<file path="config.mk">
export PLATFORM = sky130hd
export DESIGN_NAME = tlik_isqrt
export DESIGN_NICKNAME = d
export VERILOG_FILES = /design/src/rtl/core/tlik_pkg.sv /design/src/rtl/core/tlik_isqrt.sv
export SDC_FILE = /design/constraint.sdc
export NUM_CORES = 2
export LEC_CHECK = 0
export BUFFER_PORTS_ARGS = -buffer_cell sky130_fd_sc_hd__buf_2
export CAP_MARGIN = 25
export CELL_PAD_IN_SITES_DETAIL_PLACEMENT = 0
export CELL_PAD_IN_SITES_GLOBAL_PLACEMENT = 1
export CORE_MARGIN = 4
export CORE_UTILIZATION = 52
export CTS_CLUSTER_SIZE = 12
export DETAILED_ROUTE_END_ITERATION = 6
export PLACE_DENSITY = 0.81
export SETUP_SLACK_MARGIN = 0.1
export SLEW_MARGIN = 15
export SYNTH_ARGS = -nofsm -noshare
export SYNTH_HDL_FRONTEND = slang
export SYNTH_SLANG_ARGS = --single-unit
</file>
<file path="constraint.sdc">
create_clock -name aclk -period 4.3 [get_ports aclk]
set_input_delay 0 -clock aclk [delete_from_list [all_inputs] [get_ports aclk]]
set_output_delay 0 -clock aclk [all_outputs]
set_load 0.02 [all_outputs]
</file>
<file path="src/rtl/core/tlik_pkg.sv">
// Shared types, widths and constants of the two-link planar inverse kinematics core.
// Every module of the core imports this package; it depends on nothing else.
`timescale 1ns / 1ps

package tlik_pkg;

    localparam int COORD_W      = 16;
    localparam int LEN_W        = 15;
    localparam int SQ_W         = 2 * COORD_W;
    localparam int LSQ_W        = 2 * LEN_W;
    localparam int PE_W         = 2 * LSQ_W;
    localparam int PS_W         = SQ_W + LSQ_W;
    localparam int NUM_W        = SQ_W + 1;
    localparam int AN_W         = SQ_W;
    localparam int RAD_W        = 2 * AN_W;
    localparam int ISQ_STEPS    = RAD_W / 2;
    localparam int ROOT_W       = ISQ_STEPS;
    localparam int NORM_TOP     = 30;
    localparam int MAG_W        = NORM_TOP + 3;
    localparam int CW           = MAG_W + 1;
    localparam int ANG_W        = 32;
    localparam int CORDIC_STEPS = 16;
    localparam int NORM_STAGES  = 5;
    localparam int CORDIC_LAT   = CORDIC_STEPS + NORM_STAGES + 3;
    localparam int FRONT_LAT    = 5;

    localparam int S_DATA_W     = 48;
    localparam int M_DATA_W     = 48;
    localparam int SH_W         = 16;
    localparam int EL_W         = 14;
    localparam int CFG_IDX_W    = 1;

    localparam logic [LEN_W-1:0] LINK_RESET = 15'd1600;

    localparam logic signed [ANG_W-1:0] DEG90      = 32'sd94371840;
    localparam logic signed [ANG_W-1:0] ROUND_HALF = 32'sd8192;
    localparam int                      RND_SHIFT  = 14;
    localparam logic signed [ANG_W-1:0] SH_MIN     = -32'sd11520;
    localparam logic signed [ANG_W-1:0] SH_MAX     = 32'sd23040;
    localparam logic signed [ANG_W-1:0] EL_MAX     = 32'sd11520;

    typedef enum logic [CFG_IDX_W-1:0] {
        CFG_FIRST_LINK  = 1'b0,
        CFG_SECOND_LINK = 1'b1
    } cfg_index_t;

    typedef struct packed {
        logic signed [COORD_W-1:0] z;
        logic                      bad;
        logic                      fz_e;
        logic                      fz_s;
        logic                      d2zero;
    } tail_t;

    typedef struct packed {
        logic signed [NUM_W-1:0]   num_e;
        logic signed [NUM_W-1:0]   num_s;
        logic signed [COORD_W-1:0] x;
        logic signed [COORD_W-1:0] y;
        tail_t                     tail;
    } mid_t;

    typedef struct packed {
        logic [RAD_W-1:0] rad_e;
        logic [RAD_W-1:0] rad_s;
        mid_t             mid;
    } front_t;

    // Arctangent of 2^-i in degrees with 20 fractional bits.
    function automatic logic signed [ANG_W-1:0] atan_deg(input int idx);
        logic signed [ANG_W-1:0] v;
        case (idx)
            0:  v = 32'sd47185920;
            1:  v = 32'sd27855475;
            2:  v = 32'sd14718068;
            3:  v = 32'sd7471121;
            4:  v = 32'sd3750058;
            5:  v = 32'sd1876857;
            6:  v = 32'sd938658;
            7:  v = 32'sd469357;
            8:  v = 32'sd234682;
            9:  v = 32'sd117342;
            10: v = 32'sd58671;
            11: v = 32'sd29335;
            12: v = 32'sd14668;
            13: v = 32'sd7334;
            14: v = 32'sd3667;
            15: v = 32'sd1833;
            16: v = 32'sd917;
            17: v = 32'sd458;
            18: v = 32'sd229;
            19: v = 32'sd115;
            20: v = 32'sd57;
            21: v = 32'sd29;
            22: v = 32'sd14;
            23: v = 32'sd7;
            24: v = 32'sd4;
            25: v = 32'sd2;
            26: v = 32'sd1;
            default: v = '0;
        endcase
        return v;
    endfunction

endpackage

</file>
<file path="src/rtl/core/tlik_isqrt.sv">
// Pipelined integer square root, one result bit per register stage.
// Depends on tlik_pkg for the radicand and root widths.
`timescale 1ns / 1ps

module tlik_isqrt (
    input  logic                           aclk,
    input  logic                           aresetn,
    input  logic                           en,
    input  logic                           in_valid,
    input  logic [tlik_pkg::RAD_W-1:0]     rad_in,
    output logic                           out_valid,
    output logic [tlik_pkg::ROOT_W-1:0]    root_out
);
    import tlik_pkg::*;

    logic [ISQ_STEPS-1:0] valid_reg;
    logic [RAD_W-1:0]     v_reg [ISQ_STEPS];
    logic [RAD_W-1:0]     r_reg [ISQ_STEPS];
    logic [RAD_W-1:0]     v_next [ISQ_STEPS];
    logic [RAD_W-1:0]     r_next [ISQ_STEPS];

    always_comb begin
        logic [RAD_W-1:0] v_in, r_in, bitv, trial;
        for (int k = 0; k < ISQ_STEPS; k++) begin
            v_in  = (k == 0) ? rad_in : v_reg[(k == 0) ? 0 : k - 1];
            r_in  = (k == 0) ? '0 : r_reg[(k == 0) ? 0 : k - 1];
            bitv  = RAD_W'(1) << (RAD_W - 2 - 2 * k);
            trial = r_in + bitv;
            if (v_in >= trial) begin
                v_next[k] = v_in - trial;
                r_next[k] = (r_in >> 1) + bitv;
            end else begin
                v_next[k] = v_in;
                r_next[k] = r_in >> 1;
            end
        end
    end

    always_ff @(posedge aclk) begin
        if (!aresetn) begin
            valid_reg <= '0;
        end else if (en) begin
            valid_reg <= {valid_reg[ISQ_STEPS-2:0], in_valid};
        end
    end

    always_ff @(posedge aclk) begin
        if (en) begin
            for (int k = 0; k < ISQ_STEPS; k++) begin
                v_reg[k] <= v_next[k];
                r_reg[k] <= r_next[k];
            end
        end
    end

    assign out_valid = valid_reg[ISQ_STEPS-1];
    assign root_out  = r_reg[ISQ_STEPS-1][ROOT_W-1:0];

endmodule

</file>
==> impl_metrics.yaml <==
min_path:
  min_path_cells: 2
  hold-path-endpoint: "v_reg[1][120]"
  hold_class: "primary input to flip-flop"
  hp-start: "en"
setup_path:
  crit_family: "compound AO/OA/AOI/OAI gates"
  worstSetupPathType: "flip-flop to flip-flop"
  crit_buf_inv: 1
  worst_setup_path_end_kind: "flip-flop"
  crit_fanout: 4
  crit_chain: "inv_1, ha_1, nor2b_1, o21ai_0, a21oi_1, o41ai_1, nand2_1, a311oi_1, o31ai_1, a2111oi_0, xor2_1"
  worst-path-stages: 11
  r2r-start: "r_reg[1][340]"
  cp_slowest_stage_delay_ps: 800
  start_kind: "flip-flop"
  required_ps: 4900
  r2r-end: "v_reg[1][428]"
  slowest_stage: "o41ai_1"
  reg2reg_depth: 11
  worstPathArrival_ps: 4700
  reg2reg_setup_slack_ps: 200
cts:
  cts_setup_buffers: 0
  clk_pin_slew_ps: 60
  clock_sinks: 2544
  clockBufferDepth: 4
  cts_tree: "built"
  worstSkewPairLatency_ps: 930
  root_buffer: "clkbuf_16"
  cts_buffers: 296
  h-tree-depth: 5
global_route:
  grt_max_degree: 153
  grt_pass1_vias: 76800
  antenna_found_initial: 15
  overflow: 0
  grt_pass1_wl_um: 453000
  grt.total_usage_pct: 23.8
synthesis:
  synth_warnings: 0
  synth_seq_cells: 2544
  yosys.area.top_type_share_pct: 61.8
  syn_nets: 10400
  synth_sequential_area_ratio_pct: 62.3
  synth.cell_area_um2: 122000
  syn_avg_cell_area_um2: 12.5
  synth.distinct_cells: 96
  synth_area_leaders: "edfxtp_1, ha_1, xnor2_1"
  synth_edf_count: 2512
  netlist_instances: 9727
  async_flop_share_pct: 0
  yosysTopAreaCell: "edfxtp_1"
  synthFlopType: "edfxtp_1"
drt:
  firstDrtPassIters: 6
  viasPerCell: 5.83
  vias: 78900
  antenna_left: 0
  drc: 0
  drt_iter0_markers: 6762
  routed_wl_um: 295000
  wl_per_cell_um: 21.8
layout:
  mostFrequentLayoutCells: "edfxtp_1, inv_1, nand2_1"
  final_common_cell: "edfxtp_1"
  largest_register_ffs: 1984
  area_delta_synth_final_pct: 12.4
  final_net_count: 10900
  fill_cells: 18500
  drive_gt1_share_pct: 7.62
timing:
  fin_ws_ps: 203
  max-slew-margin-rel_pct: 29.6
  min_period_ps: 4100
  grt_setup_unrepaired: "false"
  max_freq_mhz: 244
  timing.setup.tns_ps: 0
  setup_viol: 0
  fin_crit_sh_pct: 95.3
  hold_viol: 0
  fin_worst_skew_ps: 86.8
  max_slew.worst_pin.slew_ps: 1050
  final-max-slew-violation-count: 0
place:
  port_buffers: 100
  dp_hpwl_um: 217000
  routabilityCongestion: 0.910
  preCtsSetupSlack_ps: 46.6
pwr:
  vdd_ir_drop_max_v: 0.000477
  switching_share_pct: 29.4
  p_int_w: 0.0509
  powerDensity_nw_per_um2: 526
  comb_power_share_pct: 21.5
  switchingPower_w: 0.0212
  sequentialPowerShare_pct: 47.1
  p_clk_share_pct: 31.4
  leakage_nw: 51.2
die:
  coreArea_um2: 233000
  fp.dieH_um: 492
  dieWidth_um: 492
  dieArea_um2: 243000
  io_pins: 101
  initial_core_util_pct: 52.4
  rows: 177
job:
  maxCapViolations: 0
status:
  status: "finished clean"
what timing repair did:
item / in CTS / in global routing
cloned: 0 / 0
endpoints found under the setup margin: 3 / 35
resized for setup: 1 / 11
endpoints found under the hold margin: 794 / 0
hold buffers: 135 / 0
worst max-delay path by stage:
| stage | from | endpoint | slack (ps) |
|---|---|---|---|
| 6_report | r_reg[1][340] | v_reg[1][428] | 200 |
| 5_1_grt | v_reg[1][340] | v_reg[1][428] | 100 |
| 4_1_cts | v_reg[1][590] | v_reg[1][703] | 130 |
| 3_5_place_dp | v_reg[1][742] | v_reg[1][828] | 50 |
| 3_3_place_gp | r_reg[1][737] | v_reg[1][828] | -870 |
| 2_1_floorplan | v_reg[1][754] | v_reg[1][787] | 680 |
power by group through the flow:
stage                     clock network, W  registers (W)  logic [W]
after detailed placement                 0         0.0345     0.0152
final                               0.0226         0.0340     0.0155
after CTS                           0.0231         0.0340     0.0154
after global placement                   0         0.0344     0.0150
after global routing                0.0242         0.0343     0.0171
after floorplan                          0         0.0332     0.0110
cells in the mapped netlist (all sizes together) (53+ instances only):
library cell  instances
a211oi               53
a21o                220
a21oi               561
clkbuf              156
edfxtp             2512
ha                  558
inv                 709
mux2                 65
nand2               634
nand2b               97
nand3               167
nand4               159
nor2                619
nor2b               107
nor3                228
nor4                339
nor4b                60
o21a                108
o21ai               489
o21bai               54
or3                 101
or4                  67
xnor2               497
xor2                378
layer usage:
| metal | GRT usage (%) | up-vias | wire length [um] |
|---|---|---|---|
| met4 | 5.22 | 0 | 5780 |
| met3 | 3.12 | 411 | 15500 |
| met2 | 39.5 | 2044 | 142000 |
| met1 | 33.7 | 38900 | 132000 |
| li1 | - | 37500 | - |
| met5 | 0 | - | 0 |
area by class of cell:
type	instances	area, um2	area share (%)
inverters	710	2670	1.95
clock inverters	117	820	0.598
flip-flops and latches	2544	76100	55.5
repair buffers	387	3300	2.41
diodes	4	10.0	0.00730
clock buffers	356	7680	5.60
well taps	3132	3920	2.86
multi-input cells	6287	42600	31.1
kinds of logic after synthesis:
| family | after synthesis | synth area share (%) |
|---|---|---|
| muxes | 106 | 0.939 |
| and+or+nand+nor | 2886 | 12.4 |
| AOI/OAI and AO/OA | 1862 | 9.55 |
| adders and majority gates | 558 | 5.72 |
| buffers and inverters | 896 | 2.80 |
| xor gates and xnor gates | 875 | 6.28 |
| DFF | 2544 | 62.3 |
per-stage QoR:
stage	std cells	util, %	instance area [um2]	hold slack [ps]	total power [W]
floorplan	9727	-	122000	98.9	0.0443
global placement	12900	54.6	127000	191	0.0495
detailed placement	12900	54.6	127000	193	0.0496
CTS	13500	58.8	137000	20.8	0.0725
global route	13500	58.9	137000	89.5	0.0756
finish	13500	58.9	137000	118	0.0721
Note: power is estimated with default switching activity, not from simulation.
